--- config.mk ---
export PLATFORM = sky130hd
export DESIGN_NAME = largest_first_greedy_thread_assign
export DESIGN_NICKNAME = d
export VERILOG_FILES = /design/src/lfgta_pkg.sv /design/src/lfgta_ram.sv /design/src/largest_first_greedy_thread_assign.sv
export VERILOG_INCLUDE_DIRS = /design/src /design/src/src
export SDC_FILE = /design/constraint.sdc
export NUM_CORES = 1
export LEC_CHECK = 0
export BUFFER_PORTS_ARGS = -buffer_cell sky130_fd_sc_hd__buf_2
export CORE_UTILIZATION = 50
export CTS_CLUSTER_DIAMETER = 30
export CTS_CLUSTER_SIZE = 28
export DETAILED_ROUTE_END_ITERATION = 8
export PLACE_DENSITY = 0.73
export SLEW_MARGIN = 20
export SYNTH_ARGS = -nofsm -noshare
export SYNTH_HDL_FRONTEND = slang
export SYNTH_SLANG_ARGS = --single-unit
--- constraint.sdc ---
create_clock -name clk_i -period 5.7 [get_ports clk_i]
set_input_delay 1.425 -clock clk_i [delete_from_list [all_inputs] [get_ports clk_i]]
set_output_delay 1.425 -clock clk_i [all_outputs]
set_load 0.1 [all_outputs]
--- src/largest_first_greedy_thread_assign_defines.svh ---
// assertion macros for the largest-first greedy assignment block
`ifndef LARGEST_FIRST_GREEDY_THREAD_ASSIGN_DEFINES_SVH
`define LARGEST_FIRST_GREEDY_THREAD_ASSIGN_DEFINES_SVH

// same-cycle implication, off during reset
`define LFGTA_ASSERT_NOW(lbl, ante, cons, msg) \
  lbl: assert property (@(posedge clk_i) disable iff (!rst_ni) (ante) |-> (cons)) \
    else $error(msg);

// next-cycle implication, off during reset
`define LFGTA_ASSERT_NEXT(lbl, ante, cons, msg) \
  lbl: assert property (@(posedge clk_i) disable iff (!rst_ni) (ante) |=> (cons)) \
    else $error(msg);

`endif

--- src/lfgta_pkg.sv ---
// types and constants shared by the largest-first greedy assignment block
`default_nettype none

package lfgta_pkg;

  localparam int unsigned MaxGroups   = 64;
  localparam int unsigned MaxWorkers  = 16;
  localparam int unsigned SizeW       = 10;
  localparam int unsigned LoadW       = 16;
  localparam int unsigned GroupIdxW   = $clog2(MaxGroups);
  localparam int unsigned WorkerIdxW  = $clog2(MaxWorkers);
  localparam int unsigned CountW      = GroupIdxW + 1;
  localparam int unsigned WorkerCntW  = 5;
  localparam int unsigned ActiveW     = WorkerIdxW + 1;
  localparam int unsigned BalanceMul  = 2;
  localparam int unsigned WorkMul     = 3;
  localparam int unsigned RamW        = SizeW + 1;

  typedef struct packed {
    logic [SizeW-1:0] group_size;
    logic             final_group;
  } in_t;

  typedef struct packed {
    logic [GroupIdxW-1:0]  group_index;
    logic [WorkerIdxW-1:0] worker_index;
    logic [LoadW-1:0]      worker_load_after;
    logic                  parallel_worthwhile;
    logic                  final_result;
  } out_t;

  typedef enum logic [2:0] {
    StLoad,
    StScan,
    StDrain,
    StWork,
    StEmit,
    StCheck,
    StLast
  } state_e;

endpackage

`default_nettype wire

--- src/lfgta_ram.sv ---
// generic single-write, single-read ram with registered read data
`default_nettype none

module lfgta_ram #(
  parameter int unsigned Width = 8,
  parameter int unsigned Depth = 64
) (
  input  wire logic                     clk_i,
  input  wire logic                     we_i,
  input  wire logic [$clog2(Depth)-1:0] waddr_i,
  input  wire logic [Width-1:0]         wdata_i,
  input  wire logic [$clog2(Depth)-1:0] raddr_i,
  output logic      [Width-1:0]         rdata_o
);

  logic [Width-1:0] mem_q [Depth];

  always_ff @(posedge clk_i) begin
    if (we_i) begin
      mem_q[waddr_i] <= wdata_i;
    end
    rdata_o <= mem_q[raddr_i];
  end

endmodule

`default_nettype wire

--- src/largest_first_greedy_thread_assign.sv ---
// largest-first greedy cluster-to-worker assignment, top level
//
//   channel  | direction | handshake              | payload
//   ---------+-----------+------------------------+------------------------
//   in       | input     | in_valid_i / in_stall_o | lfgta_pkg::in_t
//   out      | output    | out_valid_o / out_stall_i | lfgta_pkg::out_t
//   cfg      | input     | cfg_we_i               | worker count, 5 bits
//
// loading takes one cluster per cycle while in_stall_o is low; a final
// cluster starts assignment, in which each cluster takes a size ram scan,
// a load scan and an emit step, then a check of the worker loads and one
// more emit step give the last result
// in_stall_o is high from the final cluster until the last result is registered
// out_stall_i holds both emit steps; reset clears control state and loads
`default_nettype none

`include "largest_first_greedy_thread_assign_defines.svh"

module largest_first_greedy_thread_assign (
  input  wire logic                                 clk_i,
  input  wire logic                                 rst_ni,
  input  wire logic                                 in_valid_i,
  output logic                                      in_stall_o,
  input  wire lfgta_pkg::in_t                       in_data_i,
  output logic                                      out_valid_o,
  input  wire logic                                 out_stall_i,
  output lfgta_pkg::out_t                           out_data_o,
  input  wire logic                                 cfg_we_i,
  input  wire logic [lfgta_pkg::WorkerCntW-1:0]     cfg_wdata_i
);

  localparam int unsigned GW = lfgta_pkg::GroupIdxW;
  localparam int unsigned WW = lfgta_pkg::WorkerIdxW;
  localparam int unsigned CW = lfgta_pkg::CountW;
  localparam int unsigned LW = lfgta_pkg::LoadW;
  localparam int unsigned SW = lfgta_pkg::SizeW;
  localparam int unsigned AW = lfgta_pkg::ActiveW;
  localparam int unsigned KW = lfgta_pkg::WorkerCntW;

  lfgta_pkg::state_e state_q, state_d;

  logic [KW-1:0]   wcount_q;
  logic [CW-1:0]   count_q, count_d;
  logic [LW-1:0]   total_q, total_d;
  logic [CW-1:0]   emit_q, emit_d;
  logic [GW-1:0]   scan_q, scan_d;
  logic            rvalid_q, rvalid_d;
  logic [GW-1:0]   ridx_q, ridx_d;
  logic            best_found_q, best_found_d;
  logic [GW-1:0]   best_g_q, best_g_d;
  logic [SW-1:0]   best_size_q, best_size_d;
  logic [WW-1:0]   wk_q, wk_d;
  logic [WW-1:0]   best_w_q, best_w_d;
  logic [LW-1:0]   best_load_q, best_load_d;
  logic [LW-1:0]   max_q, max_d;
  logic [AW-1:0]   active_q, active_d;
  logic [LW-1:0]   loads_q [lfgta_pkg::MaxWorkers];
  logic [LW-1:0]   loads_d [lfgta_pkg::MaxWorkers];
  logic            out_valid_q, out_valid_d;
  lfgta_pkg::out_t out_q, out_d;

  logic                      ram_we;
  logic [GW-1:0]             ram_waddr;
  logic [lfgta_pkg::RamW-1:0] ram_wdata;
  logic [lfgta_pkg::RamW-1:0] ram_rdata;

  logic [KW-1:0]   weff;
  logic            wk_last;
  logic            out_free;
  logic            in_fire;
  logic [LW:0]     total_sum;
  logic [LW:0]     load_sum;
  logic [LW-1:0]   new_load;
  logic [LW-1:0]   cand_load;
  logic [LW+1:0]   max_x2;
  logic [LW+1:0]   act_x3;
  logic            worthwhile;

  lfgta_ram #(
    .Width(lfgta_pkg::RamW),
    .Depth(lfgta_pkg::MaxGroups)
  ) u_size_ram (
    .clk_i  (clk_i),
    .we_i   (ram_we),
    .waddr_i(ram_waddr),
    .wdata_i(ram_wdata),
    .raddr_i(scan_q),
    .rdata_o(ram_rdata)
  );

  always_comb begin
    if (wcount_q == '0) begin
      weff = KW'(1);
    end else if (wcount_q > KW'(lfgta_pkg::MaxWorkers)) begin
      weff = KW'(lfgta_pkg::MaxWorkers);
    end else begin
      weff = wcount_q;
    end
  end

  assign wk_last    = (KW'(wk_q) == weff - KW'(1));
  assign in_stall_o = (state_q != lfgta_pkg::StLoad);
  assign in_fire    = in_valid_i && !in_stall_o;
  assign out_free   = !out_valid_q || !out_stall_i;
  assign total_sum  = {1'b0, total_q} + (LW+1)'(in_data_i.group_size);
  assign load_sum   = {1'b0, best_load_q} + (LW+1)'(best_size_q);
  assign new_load   = load_sum[LW] ? '1 : load_sum[LW-1:0];
  assign cand_load  = loads_q[wk_q];
  assign max_x2     = (LW+2)'(max_q) * (LW+2)'(lfgta_pkg::BalanceMul);
  assign act_x3     = (LW+2)'(active_q) * (LW+2)'(lfgta_pkg::WorkMul);
  assign worthwhile = (max_x2 <= (LW+2)'(total_q)) && (active_q != '0) &&
                      ((LW+2)'(total_q) >= act_x3);

  always_comb begin
    state_d      = state_q;
    count_d      = count_q;
    total_d      = total_q;
    emit_d       = emit_q;
    scan_d       = scan_q;
    rvalid_d     = 1'b0;
    ridx_d       = scan_q;
    best_found_d = best_found_q;
    best_g_d     = best_g_q;
    best_size_d  = best_size_q;
    wk_d         = wk_q;
    best_w_d     = best_w_q;
    best_load_d  = best_load_q;
    max_d        = max_q;
    active_d     = active_q;
    loads_d      = loads_q;
    out_valid_d  = out_valid_q && out_stall_i;
    out_d        = out_q;
    ram_we       = 1'b0;
    ram_waddr    = best_g_q;
    ram_wdata    = {1'b1, best_size_q};

    // candidate from the size scan
    if (rvalid_q && !ram_rdata[SW] &&
        (!best_found_q || ram_rdata[SW-1:0] > best_size_q)) begin
      best_found_d = 1'b1;
      best_g_d     = ridx_q;
      best_size_d  = ram_rdata[SW-1:0];
    end

    case (state_q)
      lfgta_pkg::StLoad: begin
        if (in_fire) begin
          if (count_q < CW'(lfgta_pkg::MaxGroups)) begin
            ram_we    = 1'b1;
            ram_waddr = count_q[GW-1:0];
            ram_wdata = {1'b0, in_data_i.group_size};
            count_d   = count_q + CW'(1);
            total_d   = total_sum[LW] ? '1 : total_sum[LW-1:0];
          end
          if (in_data_i.final_group) begin
            state_d      = lfgta_pkg::StScan;
            scan_d       = '0;
            emit_d       = '0;
            best_found_d = 1'b0;
          end
        end
      end
      lfgta_pkg::StScan: begin
        rvalid_d = 1'b1;
        ridx_d   = scan_q;
        if (CW'(scan_q) == count_q - CW'(1)) begin
          state_d = lfgta_pkg::StDrain;
        end else begin
          scan_d = scan_q + GW'(1);
        end
      end
      lfgta_pkg::StDrain: begin
        state_d = lfgta_pkg::StWork;
        wk_d    = '0;
      end
      lfgta_pkg::StWork: begin
        if (wk_q == '0 || cand_load < best_load_q) begin
          best_w_d    = wk_q;
          best_load_d = cand_load;
        end
        if (wk_last) begin
          state_d = lfgta_pkg::StEmit;
        end else begin
          wk_d = wk_q + WW'(1);
        end
      end
      lfgta_pkg::StEmit: begin
        if (out_free) begin
          ram_we            = 1'b1;
          loads_d[best_w_q] = new_load;
          best_load_d       = new_load;
          emit_d            = emit_q + CW'(1);
          if (emit_q + CW'(1) == count_q) begin
            state_d  = lfgta_pkg::StCheck;
            wk_d     = '0;
            max_d    = '0;
            active_d = '0;
          end else begin
            out_valid_d                   = 1'b1;
            out_d.group_index             = best_g_q;
            out_d.worker_index            = best_w_q;
            out_d.worker_load_after       = new_load;
            out_d.parallel_worthwhile     = 1'b0;
            out_d.final_result            = 1'b0;
            state_d                       = lfgta_pkg::StScan;
            scan_d                        = '0;
            best_found_d                  = 1'b0;
          end
        end
      end
      lfgta_pkg::StCheck: begin
        if (cand_load > max_q) begin
          max_d = cand_load;
        end
        if (cand_load != '0) begin
          active_d = active_q + AW'(1);
        end
        if (wk_last) begin
          state_d = lfgta_pkg::StLast;
        end else begin
          wk_d = wk_q + WW'(1);
        end
      end
      lfgta_pkg::StLast: begin
        if (out_free) begin
          out_valid_d               = 1'b1;
          out_d.group_index         = best_g_q;
          out_d.worker_index        = best_w_q;
          out_d.worker_load_after   = best_load_q;
          out_d.parallel_worthwhile = worthwhile;
          out_d.final_result        = 1'b1;
          count_d                   = '0;
          total_d                   = '0;
          for (int i = 0; i < int'(lfgta_pkg::MaxWorkers); i++) begin
            loads_d[i] = '0;
          end
          state_d = lfgta_pkg::StLoad;
        end
      end
      default: begin
        state_d = lfgta_pkg::StLoad;
      end
    endcase
  end

  always_ff @(posedge clk_i or negedge rst_ni) begin
    if (!rst_ni) begin
      state_q      <= lfgta_pkg::StLoad;
      wcount_q     <= KW'(1);
      count_q      <= '0;
      total_q      <= '0;
      emit_q       <= '0;
      scan_q       <= '0;
      rvalid_q     <= 1'b0;
      best_found_q <= 1'b0;
      wk_q         <= '0;
      out_valid_q  <= 1'b0;
      for (int i = 0; i < int'(lfgta_pkg::MaxWorkers); i++) begin
        loads_q[i] <= '0;
      end
    end else begin
      state_q      <= state_d;
      if (cfg_we_i) begin
        wcount_q <= cfg_wdata_i;
      end
      count_q      <= count_d;
      total_q      <= total_d;
      emit_q       <= emit_d;
      scan_q       <= scan_d;
      rvalid_q     <= rvalid_d;
      best_found_q <= best_found_d;
      wk_q         <= wk_d;
      out_valid_q  <= out_valid_d;
      loads_q      <= loads_d;
    end
  end

  always_ff @(posedge clk_i) begin
    ridx_q      <= ridx_d;
    best_g_q    <= best_g_d;
    best_size_q <= best_size_d;
    best_w_q    <= best_w_d;
    best_load_q <= best_load_d;
    max_q       <= max_d;
    active_q    <= active_d;
    out_q       <= out_d;
  end

  assign out_valid_o = out_valid_q;
  assign out_data_o  = out_q;

  `LFGTA_ASSERT_NOW(a_scan_within_set, (state_q == lfgta_pkg::StScan), (emit_q < count_q), "scan with no cluster left")
  `LFGTA_ASSERT_NOW(a_emit_has_pick, (state_q == lfgta_pkg::StEmit), (best_found_q && (CW'(best_g_q) < count_q)), "emit without a valid pick")
  `LFGTA_ASSERT_NEXT(a_set_cleared, ((state_q == lfgta_pkg::StLast) && out_free), ((state_q == lfgta_pkg::StLoad) && (count_q == '0) && (total_q == '0)), "set state not cleared after last transaction")
  `LFGTA_ASSERT_NOW(a_flag_on_final, (out_valid_o && out_data_o.parallel_worthwhile), out_data_o.final_result, "worthwhile flag on a non-final transaction")

endmodule

`default_nettype wire
==> impl_results.md, run 1 <==
- Library cells used by synthesis: between 60 and 70
- Core area: about 95000 um2
- Post_cts resized: 0
- Nets: roughly 3400
- Max cap viols: 0
- Clock latency on the worst-skew pair: between 0.7 and 0.8 ns
- Crit path time final: approximately 4.7 ns
- Combinational power share: 0.006
- Slew @ Worst Pin: 1.12 ns
- Sw power: between 0.004 and 0.005 W
- Max-slew violation count: 0
- Total Neg Setup Slack: 0 ns
- DIE AREA: approximately 97000 um2
- Synthesis-to-finish area growth: 18.5%
- VDD IR max: ~290 uV
- Cell Pwr Density: between 300 and 400 nW/um2
- Endpoint type of the worst setup path: register
- Vias per cell: 6.30
- Vias in the first global route: 29900
- Yosys reg bits: 1113
- Class of the worst hold path: register to register
- Routed WL: 127 mm
- GP Congestion: approximately 0.96
- First-pass GRT wire length: between 150 and 200 mm
- Starting Density: 0.505
- Leak: ~19 nW
- CP max FO: 47
- Synth Flop Type: edfxtp_1
- Largest net degree at the start of global routing: ~260
- Pre-antenna DRT Iters: 6
- Share of cells above drive strength 1: 0.229
- Top Ports: 51
- Standard-cell row count: 113
- Final Core Density: 0.598
- Fmax: 0.213 GHz
- Power Total: 0.0205 W
- Post-synthesis sequential area ratio: 0.661
- Final ANT Viol Nets: 0
- Die Wd: 312 um
- Fin crit share: 0.824
- HPWL after DPL: ~74 mm
- WP data required: around 6.2 ns
- Drt initial violations: 4130
- Cells along the critical path: mux4_2 -> a22oi_1 -> nand2_1 -> ha_1 -> a21o_1 -> a21o_1 -> a21o_1 -> a21oi_1 -> nor3_1 -> nor4_1 -> o41a_1 -> nand2b_1 -> buf_4
- Cells after Synth: around 3200
- Pint: 0.0160 W
- DRC: 0
- CP Launch Type: register
- Mean Syn Cell Area: between 15 and 20 um2
- RSZ-0062 raised after global routing: false
- Antenna violations before repair: 6
- Post-synth ARST share: 0.276
- Post-synth EDFFs: 789
- Final hold violation count: 0
- Reg clk slew, reported paths: ~0.060 ns
- CTS tree: done
- CTS sink cnt: roughly 1100
- Post-route clock skew: 0.0630 ns
- Vert. Die Dim: between 300 and 400 um
- PortBufs: 50
- GR Util All Layers: 0.264
- Slew headroom: 0.253
- Sw frac: 0.216
- Setup CP Type: register to register
- Num CTS Buffers: between 150 and 200
- Vias: about 30000
- Hold_buf cts: 0
- Synthesized cell area: 48000 um2
- Slowest cell on the critical path: dfrtp_4
- Post-Place Setup Slack: between 0.9 and 1 ns
- Worst path max stage delay: 1.01 ns
- Part of the power in registers: 0.421
- Post-CTS setup buffers: 0
- WL per Instance: between 20 and 30 um
- Maximum root-to-sink buffer count: 3
- Net Count, Synth: 3283
- Clk network pwr share: 0.574
- Root Buffer: clkbuf_16
- Final Cell Area: about 57000 um2
- Ys Warns: 0
- H-tree Lvls: 4
- Final setup margin: 1.00 ns
- Critical Path AT: between 5 and 6 ns
- Outcome: complete, no violations
- DP Area: about 50000 um2
- Final setup vio count: 0
- Filler cells: 6736
- GRT overflow: 0
- Crit-path most repeated cell: a21o_1
[logic make-up after synthesis]
| logic type | after synthesis | synth area share |
|---|---|---|
| AOI/OAI and AO/OA | 594 | 0.0721 |
| xor gates and xnor gates | 48 | 0.00905 |
| adders and majority gates | 101 | 0.0268 |
| buffers and inverters | 289 | 0.0243 |
| DFF | 1113 | 0.661 |
| muxes | 337 | 0.140 |
| and+or+nand+nor | 679 | 0.0667 |
[flip-flops by register name, summed over array words and instances (netlist names), 5 cells and up]
| name | count |
|---|---|
| active_q | 5 |
| best_g_q | 6 |
| best_load_q | 16 |
| best_size_q | 10 |
| count_q | 7 |
| emit_q | 7 |
| loads_q | 256 |
| max_q | 16 |
| out_data_o | 28 |
| ridx_d | 6 |
| ridx_q | 6 |
| total_q | 16 |
| u_size_ram.mem_q | 704 |
| u_size_ram.rdata_o | 11 |
| wcount_q | 5 |
[path summary, 6_finish.rpt]
| check | startpoint | end | slack (ns) | cells after the start |
|---|---|---|---|---|
| worst max-delay path | wk_q[0]$_DFFE_PN0P_ | best_load_q[0]$_DFFE_PP_ | 1.00 | 13 |
| worst min-delay path | ridx_q[3]$_DFF_P_ | best_g_q[3]$_DFFE_PP_ | 0.41 | 0 |
| worst max register to register | wk_q[0]$_DFFE_PN0P_ | best_load_q[0]$_DFFE_PP_ | 1.00 | 13 |
| worst min register to register | ridx_q[3]$_DFF_P_ | best_g_q[3]$_DFFE_PP_ | 0.41 | 0 |
| max in group asynchronous | rst_ni | loads_q[29]$_DFFE_PN0P_ | 3.83 | 2 |
| min in group asynchronous | rst_ni | total_q[1]$_DFFE_PN0P_ | 0.72 | 1 |
[cells in the mapped netlist, types with 17 or more instances]
cell type	count	area [um2]
dfxtp_1	17	340
a21oi_1	72	360
mux4_2	266	5990
nand2_1	124	465
buf_2	37	185
o31ai_1	22	165
mux2i_1	66	661
a21o_1	25	188
nor3_1	29	145
nor2_1	148	556
nor2b_1	19	119
edfxtp_1	789	23700
nand3_1	284	1420
inv_1	83	312
dfrtp_1	306	7660
clkbuf_1	148	556
o21ai_0	331	1660
xnor2_1	27	236
o21ai_1	19	95.1
xor2_1	20	175
a221oi_1	32	280
ha_1	98	1230
[stage by stage]
step	hold slack, ns	cells
after floorplan	0.345	3161
after global placement	0.387	4386
after detailed placement	0.390	4386
after CTS	0.407	4742
after global routing	0.411	4743
final	0.408	4744
[power groups by stage]
stage                     Clock (W)  Combinational, W  Sequential (W)
after floorplan                   0         0.0000434         0.00876
final                        0.0117          0.000115         0.00860
after global routing         0.0122          0.000131         0.00860
after detailed placement          0          0.000115         0.00876
after CTS                    0.0118          0.000117         0.00860
after global placement            0          0.000114         0.00876
[layout make-up]
class	instances	area, um2	share of cell area
diodes	1	2.50	0.0000440
well taps	1265	1580	0.0278
repair buffers	164	1240	0.0217
multi-input cells	1759	15200	0.268
clock buffers	217	4980	0.0876
clock inverters	139	1750	0.0308
flip-flops and latches	1113	31700	0.558
inverters	86	323	0.00568
[cells in the final DEF (no fill, tap or decap), drive strengths merged, types with 16 or more instances in the layout]
cell type,n
edfxtp,789
o21ai,350
dfrtp,306
nand3,284
mux4,266
clkbuf,217
buf,164
nor2,148
nand2,124
inv,116
ha,98
a21oi,72
mux2i,66
clkinv,56
a221oi,32
clkinvlp,31
nor3,29
xnor2,27
a21o,25
o31ai,22
bufinv,22
xor2,20
nor2b,19
dfxtp,17
a22oi,16
nand2b,16
[routing by layer]
layer  wire length, um  part of all wire  GRT usage
met5                 0                 0          0
met2             62100              0.49      0.418
met3             11200             0.088     0.0578
met4              3710             0.029     0.0909
met1             50100              0.39      0.362
[critical path: cells and delay by family, from the launching register on]
| family | cells | cell delay [ns] |
|---|---|---|
| mux | 1 | 0.60 |
| simple gates | 4 | 0.87 |
| fa+ha+maj | 1 | 0.33 |
| buf+inv | 1 | 0.27 |
| compound gates | 6 | 1.21 |
| flops | 1 | 1.01 |
No activity file was read; power rests on OpenSTA's default activity.
==> inputs of run 2 (changes only) <==
==> constraint.sdc (replaced) <==
create_clock -name clk_i -period 4.36 [get_ports clk_i]
set_input_delay 1.09 -clock clk_i [delete_from_list [all_inputs] [get_ports clk_i]]
set_output_delay 1.09 -clock clk_i [all_outputs]
set_load 0.1 [all_outputs]
==> run 2 against run 1 <==
Effect of this change:
- clock skew increased by 0.0067 ns
- sequential share of layout area decreased by 0.44 points
- critical path depth increased by 1
- routed wire length increased by 3.1%
- first-iteration DRC count decreased by 0.51%
- hold slack got worse by 0.092 ns
- count of clock-buffer cells in the layout decreased by 7
- cell area increased by 0.80%
- largest cell class unchanged
- non-clock buffer count increased by 62
- fmax increased by 12%
==> impl_results.md, run 2 (synthesis results as in run 1) <==
- Vias: 30400 (was 29900)
- Standard-cell row count: 113 (unchanged)
- Hold Slack: 0.316 ns (was 0.408 ns)
- VDD IR max: 357 uV (was 287 uV)
- CP Launch Type: register (unchanged)
- WL per Instance: 27.3 um (was 26.8 um)
- PortBufs: 50 (unchanged)
- Slowest cell on the critical path: dfrtp_4 (unchanged)
- Num CTS Buffers: 185 (was 189)
- Slew @ Worst Pin: 1.13 ns (was 1.12 ns)
- Hold_buf cts: 0 (unchanged)
- Power Total: 0.0264 W (was 0.0205 W)
- Max cap viols: 0 (unchanged)
- CTS sink cnt: 1113 (unchanged)
- Vert. Die Dim: 312 um (unchanged)
- HPWL after DPL: 78.1 mm (was 74.1 mm)
- Top Ports: 51 (unchanged)
- Vias per cell: 6.33 (was 6.30)
- Leak: 19.3 nW (was 19.0 nW)
- Cell Pwr Density: 462 nW/um2 (was 360 nW/um2)
- Core area: 95000 um2 (unchanged)
- Post_cts resized: 0 (unchanged)
- CTS tree: done (unchanged)
- Met3 WL post-DR: 12.6 mm (was 11.2 mm)
- Crit path time final: 4.18 ns (was 4.70 ns)
- Setup CP Type: register to register (unchanged)
- Class of the worst hold path: input pin to asynchronous set/reset pin (was register to register)
- Vias in the first global route: 30700 (was 29900)
- Crit-path most repeated cell: buf_4 (was a21o_1)
- Post-CTS setup buffers: 0 (unchanged)
- Root Buffer: clkbuf_16 (unchanged)
- Cells along the critical path: buf_12 -> buf_4 -> mux2i_1 -> a221oi_1 -> o21ai_0 -> nand2_1 -> ha_1 -> a21o_1 -> a21oi_1 -> nor2_1 -> nor4_1 -> o41a_1 -> nand2b_1 -> buf_4 (was mux4_2 -> a22oi_1 -> nand2_1 -> ha_1 -> a21o_1 -> a21o_1 -> a21o_1 -> a21oi_1 -> nor3_1 -> nor4_1 -> o41a_1 -> nand2b_1 -> buf_4)
- Antenna violations before repair: 3 (was 6)
- Largest net degree at the start of global routing: 183 (was 257)
- Max-slew violation count: 0 (unchanged)
- Routed length on met1: 51.0 mm (was 50.1 mm)
- RSZ-0062 raised after global routing: false (unchanged)
- DIE AREA: 97200 um2 (unchanged)
- Final Non-Filler Cells: 4800 (was 4744)
- Top reg by flops: u_size_ram.mem_q (unchanged)
- Routed WL: 131 mm (was 127 mm)
- DR WL met2: 63.2 mm (was 62.1 mm)
- GP Congestion: 0.927 (was 0.962)
- GRT overflow: 0 (unchanged)
- Slew headroom: 0.243 (was 0.253)
- Clock latency on the worst-skew pair: 0.83 ns (was 0.79 ns)
- Reg clk slew, reported paths: 0.05 ns (was 0.06 ns)
- Final Cell Area: 57300 um2 (was 56800 um2)
- Final hold violation count: 0 (unchanged)
- Share of cells above drive strength 1: 0.239 (was 0.229)
- Final ANT Viol Nets: 0 (unchanged)
- Commonest non-fill, non-tap cell in the layout: edfxtp_1 (unchanged)
- Final setup vio count: 0 (unchanged)
- Starting Density: 0.505 (unchanged)
- Maximum root-to-sink buffer count: 3 (unchanged)
- Synthesis-to-finish area growth: 19.5% (was 18.5%)
- Most frequent cells in the layout: 789 x edfxtp_1, 322 x o21ai_0, 300 x dfrtp_1 (unchanged)
- Top Layer Used: met5 (was met4)
- CP max FO: 33 (was 47)
- DP Area: 50700 um2 (was 50100 um2)
- Pre-antenna DRT Iters: 6 (unchanged)
- DRC: 0 (unchanged)
- Fmax: 0.239 GHz (was 0.213 GHz)
- Critical Path AT: 4.64 ns (was 5.18 ns)
- GR Util All Layers: 0.270 (was 0.264)
- Drt initial violations: 4109 (was 4130)
- Endpoint type of the worst setup path: register (unchanged)
- Outcome: complete, no violations (unchanged)
- Fin crit share: 0.958 (was 0.824)
- Nets: 3493 (was 3435)
- Max FFs per register: 704 (unchanged)
- First-pass GRT wire length: 195 mm (was 191 mm)
- WP data required: 4.82 ns (was 6.19 ns)
- Worst path max stage delay: 0.84 ns (was 1.01 ns)
- H-tree Lvls: 4 (unchanged)
- Post-route clock skew: 0.0697 ns (was 0.0630 ns)
- Die Wd: 312 um (unchanged)
- Placed instance count: 4448 (was 4386)
==> run 2: per-layer routing <==
| layer | track usage | vias up |
|---|---|---|
| li1 | - | 12800 |
| met1 | 0.366 | 15500 |
| met2 | 0.431 | 1791 |
| met3 | 0.0612 | 276 |
| met4 | 0.0969 | 2 |
| met5 | 0 | - |
==> run 2: metrics by stage <==
| step | setup WS [ns] | setup TNS [ns] | util |
|---|---|---|---|
| after CTS | 0.248 | 0 | 0.603 |
| final | 0.182 | 0 | 0.603 |
| after detailed placement | 0.295 | 0 | 0.534 |
| after global placement | 0.335 | 0 | 0.533 |
| after floorplan | -0.840 | -483.67 | - |
| after global routing | 0.0187 | 0 | 0.603 |
==> run 2: critical path, delay by kind of cell, from the launching register on <==
kind	cells	cell delay, ns
adder cells (fa/ha/maj)	1	0.26
AO/OA/AOI/OAI	5	1.00
AND/OR/NAND/NOR	4	0.67
buffers and inverters	3	0.82
flip-flops	1	0.84
multiplexers	1	0.20
==> run 2: path summary, 6_finish.rpt <==
path	cells past startpoint	start	slack (ns)	endpoint
min in group clk_i	0	ridx_q[4]$_DFF_P_	0.41	best_g_q[4]$_DFFE_PP_
max in group asynchronous	2	rst_ni	3.08	wk_q[0]$_DFFE_PN0P_
worst max-delay path	14	wk_q[0]$_DFFE_PN0P_	0.18	best_load_q[15]$_DFFE_PP_
worst min register to register	0	ridx_q[4]$_DFF_P_	0.41	best_g_q[4]$_DFFE_PP_
worst min-delay path	1	rst_ni	0.32	total_q[9]$_DFFE_PN0P_
worst max register to register	14	wk_q[0]$_DFFE_PN0P_	0.18	best_load_q[15]$_DFFE_PP_
==> run 2: layout make-up <==
cell class / instances / area, um2
sequential: 1113 / 31700
tap: 1265 / 1580
timing repair buffer: 226 / 1860
fill: 6740 / 37700
inverter: 86 / 323
antenna: 2 / 5.00
clock buffer: 210 / 4790
multi-input combinational: 1759 / 15200
clock inverter: 139 / 1770
==> run 2: where the power goes <==
group / leakage, nW / internal [W] / switching, W
Combinational: 6.65 / 0.0000482 / 0.000106
Sequential: 9.49 / 0.0112 / 0.00000705
Clock: 3.14 / 0.00949 / 0.00555
